$ cat config.mk
export PLATFORM = sky130hd
export DESIGN_NAME = sprite_column_command_decoder
export DESIGN_NICKNAME = d
export VERILOG_FILES = /design/src/scdec_pkg.sv /design/src/scdec_front.sv /design/src/scdec_fifo.sv /design/src/scdec_back.sv /design/src/sprite_column_command_decoder.sv
export SDC_FILE = /design/constraint.sdc
export NUM_CORES = 1
export LEC_CHECK = 0
export BUFFER_PORTS_ARGS = -buffer_cell sky130_fd_sc_hd__buf_2
export CAP_MARGIN = 20
export CORE_MARGIN = 8
export CORE_UTILIZATION = 40
export DETAILED_ROUTE_END_ITERATION = 7
export PLACE_DENSITY_LB_ADDON = 0.3
export REMOVE_ABC_BUFFERS = 1
export SETUP_SLACK_MARGIN = 0.2
export SYNTH_ARGS = -nofsm -noshare
export SYNTH_HDL_FRONTEND = slang
export SYNTH_SLANG_ARGS = --single-unit
$ cat constraint.sdc
create_clock -name clk -period 3.8 [get_ports clk]
set_input_delay 0.57 -clock clk [delete_from_list [all_inputs] [get_ports clk]]
set_output_delay 0.57 -clock clk [all_outputs]
set_load 0.01 [all_outputs]
$ cat src/scdec_pkg.sv
`timescale 1ns / 1ps
// Shared types and constants for the sprite column command decoder.
// No dependencies; used by every module of the block but the checker.

package scdec_pkg;

    // Configuration register indexes.
    localparam logic [2:0] CfgFlipScreen = 3'd0;
    localparam logic [2:0] CfgFlipXMask  = 3'd1;
    localparam logic [2:0] CfgFlipYMask  = 3'd2;
    localparam logic [2:0] CfgCodeMask   = 3'd3;
    localparam logic [2:0] CfgColourMask = 3'd4;

    // Configuration reset values.
    localparam logic        FlipScreenReset = 1'b0;
    localparam logic [15:0] FlipXMaskReset  = 16'h4000;
    localparam logic [15:0] FlipYMaskReset  = 16'h8000;
    localparam logic [15:0] CodeMaskReset   = 16'h3fff;
    localparam logic [7:0]  ColourMaskReset = 8'h7f;

    // Decode constants.
    localparam logic [15:0] CodeLimit = 16'h4fff;
    localparam logic [9:0]  FlipBase  = 10'd240;
    localparam logic [8:0]  TileStep  = 9'd16;

    // Default depth of the queue between decode and execute.
    localparam int QueueDepthDefault = 4;

    // Operation kinds carried through the queue.
    typedef enum logic [0:0] {
        OP_HEADER = 1'b0,
        OP_TILE   = 1'b1
    } op_kind_t;

    // One decoded operation, as handed from the front to the back.
    typedef struct packed {
        op_kind_t    kind;
        logic [9:0]  pos_x;
        logic [9:0]  pos_y;
        logic [14:0] tile_code;
        logic [7:0]  palette_colour;
        logic        mirror_x;
        logic        mirror_y;
        logic        draw;
        logic        step_down;
    } draw_op_t;

endpackage

$ cat src/scdec_front.sv
`timescale 1ns / 1ps
// Front end: holds the configuration registers, accepts word pairs and
// classifies them into header and tile operations. Depends on scdec_pkg.

module scdec_front (
    input  logic                clk,
    input  logic                rst_n,
    input  logic                in_valid,
    output logic                in_ready,
    input  logic                req_type,
    input  logic [15:0]         first_word,
    input  logic [15:0]         second_word,
    input  logic                cfg_valid,
    input  logic [2:0]          cfg_index,
    input  logic [15:0]         cfg_data,
    input  logic                queue_full,
    output logic                push,
    output scdec_pkg::draw_op_t push_op
);

    logic        flip_screen_reg;
    logic [15:0] flip_x_mask_reg;
    logic [15:0] flip_y_mask_reg;
    logic [15:0] code_mask_reg;
    logic [7:0]  colour_mask_reg;

    logic [8:0]  x_raw;
    logic [9:0]  x_pos;
    logic [9:0]  y_pos;
    logic [15:0] code_full;
    logic [7:0]  colour;
    logic        code_skip;

    // Configuration writes; indexes beyond the list are ignored.
    always_ff @(posedge clk or negedge rst_n)
    begin
        if (!rst_n)
        begin
            flip_screen_reg <= scdec_pkg::FlipScreenReset;
            flip_x_mask_reg <= scdec_pkg::FlipXMaskReset;
            flip_y_mask_reg <= scdec_pkg::FlipYMaskReset;
            code_mask_reg   <= scdec_pkg::CodeMaskReset;
            colour_mask_reg <= scdec_pkg::ColourMaskReset;
        end
        else if (cfg_valid)
        begin
            case (cfg_index)
                scdec_pkg::CfgFlipScreen: flip_screen_reg <= cfg_data[0];
                scdec_pkg::CfgFlipXMask:  flip_x_mask_reg <= cfg_data;
                scdec_pkg::CfgFlipYMask:  flip_y_mask_reg <= cfg_data;
                scdec_pkg::CfgCodeMask:   code_mask_reg   <= cfg_data;
                scdec_pkg::CfgColourMask: colour_mask_reg <= cfg_data[7:0];
                default: ;
            endcase
        end
    end

    // Header position: x from the x word and the y word's top bit, y negated.
    always_comb
    begin
        x_raw = {first_word[7:0], second_word[15]};
        x_pos = {x_raw[8], x_raw};
        y_pos = 10'd0 - {second_word[8], second_word[8:0]};
        if (flip_screen_reg)
        begin
            x_pos = scdec_pkg::FlipBase - x_pos;
            y_pos = scdec_pkg::FlipBase - y_pos;
        end
    end

    // Tile fields; an oversized code is dropped here and never queued.
    assign code_full = second_word & code_mask_reg;
    assign colour    = first_word[7:0] & colour_mask_reg;
    assign code_skip = req_type && (code_full > scdec_pkg::CodeLimit);

    always_comb
    begin
        push_op.kind           = req_type ? scdec_pkg::OP_TILE : scdec_pkg::OP_HEADER;
        push_op.pos_x          = x_pos;
        push_op.pos_y          = y_pos;
        push_op.tile_code      = code_full[14:0];
        push_op.palette_colour = colour;
        push_op.mirror_x       = (|(second_word & flip_x_mask_reg)) ^ flip_screen_reg;
        push_op.mirror_y       = (|(second_word & flip_y_mask_reg)) ^ flip_screen_reg;
        push_op.draw           = (colour != 8'd0);
        push_op.step_down      = flip_screen_reg;
    end

    assign in_ready = !queue_full;
    assign push     = in_valid && in_ready && !code_skip;

endmodule

$ cat src/scdec_fifo.sv
`timescale 1ns / 1ps
// Small first-in first-out queue of decoded operations between the
// front and back ends. Depends on scdec_pkg.

module scdec_fifo #(
    parameter int Depth = scdec_pkg::QueueDepthDefault
) (
    input  logic                clk,
    input  logic                rst_n,
    input  logic                push,
    input  scdec_pkg::draw_op_t push_op,
    output logic                full,
    input  logic                pop,
    output logic                head_valid,
    output scdec_pkg::draw_op_t head_op
);

    localparam int PtrW = (Depth > 1) ? $clog2(Depth) : 1;
    localparam int CntW = $clog2(Depth + 1);
    localparam logic [PtrW-1:0] LastPtr = PtrW'(Depth - 1);
    localparam logic [CntW-1:0] FullCnt = CntW'(Depth);

    scdec_pkg::draw_op_t entry_reg [Depth];
    logic [PtrW-1:0] wr_ptr_reg, wr_ptr_next;
    logic [PtrW-1:0] rd_ptr_reg, rd_ptr_next;
    logic [CntW-1:0] count_reg, count_next;

    // Entry storage.
    always_ff @(posedge clk)
    begin
        if (push)
        begin
            entry_reg[wr_ptr_reg] <= push_op;
        end
    end

    // Pointer and fill count update.
    always_comb
    begin
        wr_ptr_next = wr_ptr_reg;
        rd_ptr_next = rd_ptr_reg;
        count_next  = count_reg;
        if (push)
        begin
            wr_ptr_next = (wr_ptr_reg == LastPtr) ? '0 : wr_ptr_reg + 1'b1;
        end
        if (pop)
        begin
            rd_ptr_next = (rd_ptr_reg == LastPtr) ? '0 : rd_ptr_reg + 1'b1;
        end
        case ({push, pop})
            2'b10:   count_next = count_reg + 1'b1;
            2'b01:   count_next = count_reg - 1'b1;
            default: count_next = count_reg;
        endcase
    end

    always_ff @(posedge clk or negedge rst_n)
    begin
        if (!rst_n)
        begin
            wr_ptr_reg <= '0;
            rd_ptr_reg <= '0;
            count_reg  <= '0;
        end
        else
        begin
            wr_ptr_reg <= wr_ptr_next;
            rd_ptr_reg <= rd_ptr_next;
            count_reg  <= count_next;
        end
    end

    assign full       = (count_reg == FullCnt);
    assign head_valid = (count_reg != '0);
    assign head_op    = entry_reg[rd_ptr_reg];

endmodule

$ cat src/scdec_back.sv
`timescale 1ns / 1ps
// Back end: holds the column position, carries out queued operations and
// drives the registered draw command output. Depends on scdec_pkg.

module scdec_back (
    input  logic                clk,
    input  logic                rst_n,
    input  logic                head_valid,
    input  scdec_pkg::draw_op_t head_op,
    output logic                pop,
    output logic                out_valid,
    input  logic                out_ready,
    output logic [14:0]         tile_code,
    output logic [7:0]          palette_colour,
    output logic                mirror_x,
    output logic                mirror_y,
    output logic [9:0]          pos_x,
    output logic [9:0]          pos_y
);

    logic [9:0]  column_x_reg, column_x_next;
    logic [9:0]  column_y_reg, column_y_next;
    logic        out_valid_reg, out_valid_next;
    logic [14:0] tile_code_reg;
    logic [7:0]  palette_colour_reg;
    logic        mirror_x_reg;
    logic        mirror_y_reg;
    logic [9:0]  pos_x_reg;
    logic [9:0]  pos_y_reg;
    logic        is_draw;
    logic        out_free;
    logic        load_out;
    logic [8:0]  y_stepped;

    // A draw needs a free output slot; everything else retires at once.
    assign is_draw  = (head_op.kind == scdec_pkg::OP_TILE) && head_op.draw;
    assign out_free = !out_valid_reg || out_ready;
    assign pop      = head_valid && (!is_draw || out_free);
    assign load_out = pop && is_draw;

    // Column position update: headers load it, tiles step y by one tile.
    always_comb
    begin
        y_stepped     = head_op.step_down ? column_y_reg[8:0] - scdec_pkg::TileStep
                                          : column_y_reg[8:0] + scdec_pkg::TileStep;
        column_x_next = column_x_reg;
        column_y_next = column_y_reg;
        if (pop)
        begin
            case (head_op.kind)
                scdec_pkg::OP_HEADER:
                begin
                    column_x_next = head_op.pos_x;
                    column_y_next = head_op.pos_y;
                end
                scdec_pkg::OP_TILE:
                begin
                    column_y_next = {1'b0, y_stepped};
                end
                default: ;
            endcase
        end
    end

    // Output handshake state.
    always_comb
    begin
        if (load_out)
        begin
            out_valid_next = 1'b1;
        end
        else if (out_ready)
        begin
            out_valid_next = 1'b0;
        end
        else
        begin
            out_valid_next = out_valid_reg;
        end
    end

    always_ff @(posedge clk or negedge rst_n)
    begin
        if (!rst_n)
        begin
            column_x_reg  <= '0;
            column_y_reg  <= '0;
            out_valid_reg <= 1'b0;
        end
        else
        begin
            column_x_reg  <= column_x_next;
            column_y_reg  <= column_y_next;
            out_valid_reg <= out_valid_next;
        end
    end

    // Output payload, taken at the current column position.
    always_ff @(posedge clk)
    begin
        if (load_out)
        begin
            tile_code_reg      <= head_op.tile_code;
            palette_colour_reg <= head_op.palette_colour;
            mirror_x_reg       <= head_op.mirror_x;
            mirror_y_reg       <= head_op.mirror_y;
            pos_x_reg          <= column_x_reg;
            pos_y_reg          <= column_y_reg;
        end
    end

    assign out_valid      = out_valid_reg;
    assign tile_code      = tile_code_reg;
    assign palette_colour = palette_colour_reg;
    assign mirror_x       = mirror_x_reg;
    assign mirror_y       = mirror_y_reg;
    assign pos_x          = pos_x_reg;
    assign pos_y          = pos_y_reg;

endmodule

$ cat src/sprite_column_command_decoder.sv
`timescale 1ns / 1ps
// Top level of the sprite column command decoder: front end, queue and
// back end. Depends on scdec_pkg, scdec_front, scdec_fifo and scdec_back.
//
//  Channel  Direction  Handshake            Transaction
//  -------  ---------  -------------------  -------------------------------------
//  in       in         in_valid/in_ready    req_type, first_word, second_word
//  out      out        out_valid/out_ready  tile_code, palette_colour, mirror_*, pos_*
//  cfg      in         cfg_valid/cfg_ready  cfg_index, cfg_data
//
// One input transaction is taken per clock while the queue has room. A draw command
// passes through the queue entry and then the output register before it is shown.
// Reset clears the column position, the queue and the output valid, and
// loads the configuration defaults; no clearing pass is needed.
// When out_ready is held low, the output register and then the queue
// (QueueDepth entries) fill before in_ready drops. cfg_ready is always high.

module sprite_column_command_decoder #(
    parameter int QueueDepth = scdec_pkg::QueueDepthDefault
) (
    input  logic        clk,
    input  logic        rst_n,
    input  logic        in_valid,
    output logic        in_ready,
    input  logic        req_type,
    input  logic [15:0] first_word,
    input  logic [15:0] second_word,
    output logic        out_valid,
    input  logic        out_ready,
    output logic [14:0] tile_code,
    output logic [7:0]  palette_colour,
    output logic        mirror_x,
    output logic        mirror_y,
    output logic [9:0]  pos_x,
    output logic [9:0]  pos_y,
    input  logic        cfg_valid,
    output logic        cfg_ready,
    input  logic [2:0]  cfg_index,
    input  logic [15:0] cfg_data
);

    logic                push;
    logic                pop;
    logic                queue_full;
    logic                head_valid;
    scdec_pkg::draw_op_t push_op;
    scdec_pkg::draw_op_t head_op;

    // Register writes are never stalled.
    assign cfg_ready = 1'b1;

    // Decode and classify incoming transactions.
    scdec_front u_front (
        .clk         (clk),
        .rst_n       (rst_n),
        .in_valid    (in_valid),
        .in_ready    (in_ready),
        .req_type    (req_type),
        .first_word  (first_word),
        .second_word (second_word),
        .cfg_valid   (cfg_valid),
        .cfg_index   (cfg_index),
        .cfg_data    (cfg_data),
        .queue_full  (queue_full),
        .push        (push),
        .push_op     (push_op)
    );

    // Operation queue between the two halves.
    scdec_fifo #(
        .Depth (QueueDepth)
    ) u_fifo (
        .clk        (clk),
        .rst_n      (rst_n),
        .push       (push),
        .push_op    (push_op),
        .full       (queue_full),
        .pop        (pop),
        .head_valid (head_valid),
        .head_op    (head_op)
    );

    // Execute operations and drive draw commands.
    scdec_back u_back (
        .clk            (clk),
        .rst_n          (rst_n),
        .head_valid     (head_valid),
        .head_op        (head_op),
        .pop            (pop),
        .out_valid      (out_valid),
        .out_ready      (out_ready),
        .tile_code      (tile_code),
        .palette_colour (palette_colour),
        .mirror_x       (mirror_x),
        .mirror_y       (mirror_y),
        .pos_x          (pos_x),
        .pos_y          (pos_y)
    );

endmodule

### Word level (Yosys, flattened, before mapping)

Memory sizes are Yosys's and may differ from the RTL's.
Index checks and enable logic that the tools add are counted.

* register bits: 130
* RAM bits: 192
* output and inout bits: 48
* word-level logic and storage cells: 81
* memories: 1

Memories
* u_fifo.entry_reg: words 4, width 48, rd ports 1, clocked after memory_dff 0, wr ports 1, RTL line scdec_fifo.sv:23 `scdec_pkg::draw_op_t entry_reg [Depth];`

* $add $sub $neg: 9
* magnitude comparators: 1
* eq/ne operators: 9
* muxes and demuxes: 12
* bitwise operators: 7
* reductions and logical operators: 25

Operator list (count)
* $and 16x16->16: 3
* $reduce_or 16->1: 2
* $mux 10: 2
* $pmux 10 s2: 1
* $gt 16x15->1 const B: 1
* $reduce_and 2->1: 6
* $sub 1x9->10 const A: 1
* $sub 8x10->10 const A: 1
* $sub 9x9->10 const A: 1
* $add 9x5->9 const B: 1
* $mux 9: 1
* $sub 9x5->9 const B: 1
* $and 8x8->8: 1
* $reduce_bool 8->1: 1
* $eq 2x2->1 const B: 3
* $eq 3x2->1 const B: 2
* $eq 3x3->1 const B: 2
* $logic_and 1x1->1: 6
* $pmux 3 s2: 1
* $mux 1: 5
* $add 2x1->2 const B: 2
* $logic_not 1->1: 4
* $mux 2: 2
* $reduce_bool 2->1: 2
* other kinds (9): 11

### Logic depth before layout (Yosys ltp)

* depth after elaboration: 7
* depth in mapped cells: 11
* gate-level depth less buffers: 11

### Modules after synthesis

A second synthesis with hierarchy kept.

* cells, all modules: 708
* area total of the unflattened synthesis: 13123.8 um^2

Modules (own cells, without submodules)
* scdec_fifo: times used 1, cells an instance 290, area each 7400.8 um^2, sequential area each 5940.7 um^2
* scdec_front: times used 1, cells an instance 289, area each 3313.2 um^2, sequential area each 1455.1 um^2
* scdec_back: times used 1, cells an instance 127, area each 2398.6 um^2, sequential area each 1876.8 um^2
* sprite_column_command_decoder: times used 1, cells an instance 2, area each 11.3 um^2, sequential area each 0.0 um^2

### Least setup slack after synthesis

OpenSTA, ideal clock, no wires.

* path kind: reg2reg
* from: register u_fifo.rd_ptr_reg[0]
* to: register u_back.mirror_x_reg, in the netlist u_back.mirror_x (enable)
* data arrival time: 3.082 ns
* data required time: 3.352 ns
* slack: 0.270 ns
* stages on the path, launching flop included: 6
* path buffers: 2
* period minus slack after synthesis: 3.530 ns
* path through: dfrtp_1 buf_2 mux4_2 o21bai_2 buf_4 nor2_1

* longest elaborated chain between the ends: 6

RTL lines
* start: declaration: RTL line scdec_fifo.sv:25 `logic [PtrW-1:0] rd_ptr_reg, rd_ptr_next;`
* start signal: assignment: RTL line scdec_fifo.sv:69 `rd_ptr_reg <= rd_ptr_next;`
* $mem_v2 4x48 (*)
* $logic_and 1x1->1 (*): RTL line scdec_back.sv:36 `assign is_draw = (head_op.kind == scdec_pkg::OP_TILE) && head_op.draw;`
* $logic_not 1->1: RTL line scdec_back.sv:38 `assign pop = head_valid && (!is_draw || out_free);`
* $logic_or 1x1->1: RTL line scdec_back.sv:38
* $logic_and 1x1->1: RTL line scdec_back.sv:38
* $logic_and 1x1->1 (*): RTL line scdec_back.sv:39 `assign load_out = pop && is_draw;`
* net u_back.load_out: RTL line scdec_back.sv:32 `logic load_out;`
* end signal: assignment: RTL line scdec_back.sv:105 `mirror_x_reg <= head_op.mirror_x;`
* end: declaration: RTL line scdec_back.sv:26 `logic mirror_x_reg;`

The timed path passes the listed nets; every way through them passes the cells marked *.
A chain may end at the register's enable or synchronous reset.

### Worst setup path after layout

* from: register u_fifo.rd_ptr_reg[0]
* to: register u_fifo.count_reg[2]

* longest elaborated chain between the ends: 7

RTL lines
* $mem_v2 4x48 (*)
* $logic_and 1x1->1 (*): RTL line scdec_back.sv:36
* $logic_not 1->1 (*): RTL line scdec_back.sv:38
* $logic_or 1x1->1 (*): RTL line scdec_back.sv:38
* $logic_and 1x1->1 (*): RTL line scdec_back.sv:38
* net pop: RTL line sprite_column_command_decoder.sv:43 `logic pop;`
* $eq 2x1->1 / $eq 2x2->1 (equally long branches): RTL line scdec_fifo.sv:51 `case ({push, pop})`
* $pmux 3 s2 / $reduce_bool 2->1 (equally long branches)
* end signal: assignment: RTL line scdec_fifo.sv:70 `count_reg <= count_next;`
* end: declaration: RTL line scdec_fifo.sv:26 `logic [CntW-1:0] count_reg, count_next;`

Marks and branches as above.

==> flow_metrics.py <==
metrics = {
    "synth": {
        "synth.avg_cell_area_um2": 18.2,
        "async_flop_share": 0.264,
        "yosysSeqAreaShare": 0.716,
        "yosysTopAreaCell": "edfxtp_1",
        "synth_area_leaders": "edfxtp_1 55%, dfrtp_1 12%, mux4_2 8.3%",
        "synth_edf_count": 237,
        "netlist_area_um2": 13000,
        "synth_most_common_cell": "edfxtp_1",
        "synth_cell_types": 59,
        "synthCells": 713,
        "synth_ff_type": "edfxtp_1",
        "yosysWarningCount": 0,
        "ys_ff_latch": 322,
        "yosysTopAreaCellShare": 0.549,
        "synthTopCellsByCount": "237 x edfxtp_1, 62 x dfrtp_1, 50 x mux2_2",
    },
    "clock_network": {
        "cts_num_sinks": 322,
        "clk_pin_slew_ns": 0.05,
        "clockBufferDepth": 3,
        "htreeDepth": 2,
        "tritoncts": "built",
        "clock_latency_ns": 0.52,
        "cts_buffers": 35,
        "post-cts-setup-buffers": 0,
        "clock-root-buffer": "clkbuf_16",
        "cts_hold_buf": 0,
        "cts_resized": 0,
    },
    "timing": {
        "worst_slack_ns": 1.20,
        "min_period_ns": 2.60,
        "setup_viol": 0,
        "rsz0062_at_grt": "no",
        "max-slew-margin-rel": 0.363,
        "clock_skew_ns": 0.0183,
        "timing.final.max_slew_violations": 0,
        "finalCritPeriodShare": 0.684,
        "clock.fmax_mhz": 385,
        "hold_viol_final": 0,
        "worstMarginPinSlew_ns": 0.954,
    },
    "critical_path": {
        "worstSetupEndpointType": "flip-flop",
        "cp_data_required_time_ns": 4.19,
        "crit_type": "flip-flop to flip-flop",
        "arrival_ns": 2.99,
        "rrSetupSlack_ns": 1.20,
        "cp_max_fo": 16,
        "worstSetupStartpointType": "flip-flop",
    },
    "power": {
        "p_int_mw": 8.42,
        "finalPower_mw": 11.7,
        "p_per_area_nw_per_um2": 778,
        "p_leak_nw": 5.46,
        "clkPwrFrac": 0.282,
        "p_comb_frac": 0.259,
        "peakVddDrop_mv": 0.367,
        "sw_frac_of_total": 0.281,
        "switchingPower_mw": 3.29,
        "seq_power_share": 0.458,
    },
    "grt": {
        "grt_usage": 0.136,
        "antenna_found_initial": 0,
        "grt_pass1_vias": 6906,
        "grt_overflow": 0,
        "grt_max_degree": 49,
        "grt_pass1_wl_um": 40700,
    },
    "placement": {
        "pre_cts_ws_ns": 0.964,
        "place_congestion": 0.782,
        "dp_hpwl_um": 16800,
        "place_inst": 1198,
        "numPortBuffers": 95,
        "placed_area_um2": 13900,
    },
    "detailed_routing": {
        "wl_per_cell_um": 20.4,
        "detail_route.vias_per_cell": 5.22,
        "drt_first_pass_iters": 4,
        "drt_first_iter_violations": 517,
        "vias": 6591,
        "wirelength_um": 25800,
        "ant_nets": 0,
        "drc": 0,
    },
    "die": {
        "io_pins": 105,
        "coreArea_um2": 32200,
        "dieArea_um2": 38400,
        "rows": 66,
        "die_y_um": 196,
        "die_w_um": 196,
        "start_util": 0.402,
    },
    "final_layout": {
        "design_area_um2": 15100,
        "largest_reg_flops": 192,
        "drive_gt1_frac": 0.347,
        "final_core_util": 0.468,
        "area_growth_pct": 16.2,
        "stdcell_count": 1263,
        "layout.nets": 897,
    },
    "run": {
        "max_cap_viol_count": 0,
    },
    "worst_hold_path": {
        "min_path_type": "input pin to async pin",
    },
    "status": {
        "status": "finished clean",
    },
}
-- stage by stage --
step,hold slack [ns],setup TNS (ns)
4_1_cts,0.115,0
6_report,0.0724,0
2_1_floorplan,0.274,-60.15
5_1_grt,0.108,0
3_5_place_dp,0.431,0
3_3_place_gp,0.433,0
-- area by class of cell --
type                            instances  area, um2
Fill cell                            2747      17100
Sequential cell                       322       9280
Multi-Input combinational cell        340       3450
Clock buffer                           51        977
Timing Repair Buffer                  108        613
Tap cell                              408        510
Clock inverter                         13        150
Inverter                               20       75.1
Antenna cell                            1       2.50
-- layout by cell type, fill, tap and decap left out, drive strengths merged, types with 10 or more instances in the layout --
master and count:
dfstp 23, nand2 25, o21ai 18, a22o 10
xnor2 18, buf 108, mux4 48, dfrtp 62
mux2 74, clkbuf 51, edfxtp 237, ha 11
inv 24, and2 27, nor2 13
-- power by group through the flow --
stage | logic [mW] | clock network [mW] | registers, mW
after floorplan | 1.86 | 0 | 5.65
after detailed placement | 3.14 | 0 | 5.45
after CTS | 3.14 | 3.38 | 5.38
final | 3.04 | 3.30 | 5.37
after global placement | 3.08 | 0 | 5.42
after global routing | 3.37 | 3.51 | 5.48
-- cells by family (layout without fill, tap and decap cells) --
group | count (synthesis) | after routing | synth area share
AO/OA/AOI/OAI | 64 | 64 | 0.0342
flip-flops | 322 | 322 | 0.716
other | 1 | 2 | 0.000289
buffers and inverters | 51 | 192 | 0.0186
AND/OR/NAND/NOR | 110 | 110 | 0.0488
XOR/XNOR | 25 | 25 | 0.0169
adder cells (fa/ha/maj) | 13 | 13 | 0.0137
multiplexers | 127 | 127 | 0.152
-- layer usage --
layer / track usage / wire [um] / vias to the layer above
li1: - / - / 2991
met1: 0.188 / 12100 / 3413
met3: 0.0266 / 1190 / 40
met2: 0.218 / 12000 / 147
met4: 0.0348 / 433 / 0
met5: 0 / 0 / -
-- final timing paths --
check,start,to,cells after the start
setup / recovery,u_fifo.rd_ptr_reg[0],u_fifo.count_reg[2],9
hold / removal,rst_n,u_front.flip_screen_reg,1
setup reg to reg,u_fifo.rd_ptr_reg[0],u_fifo.count_reg[2],9
hold reg to reg,u_back.column_y_reg[1],u_back.pos_y[1],0
max in group asynchronous,rst_n,u_front.code_mask_reg[2],2
min in group clk,cfg_data[14],u_front.flip_x_mask_reg[14],2
-- worst max-delay path, stage by stage, from the launching register on --
cell and delay [ns]:
dfrtp_4 0.42, mux4_2 0.56, o21bai_2 0.64, inv_2 0.06, ha_1 0.22, inv_1 0.07
fa_1 0.17, xor2_1 0.15, nor2_1 0.06, xor2_1 0.13
Power figures use the tool's default switching activity.
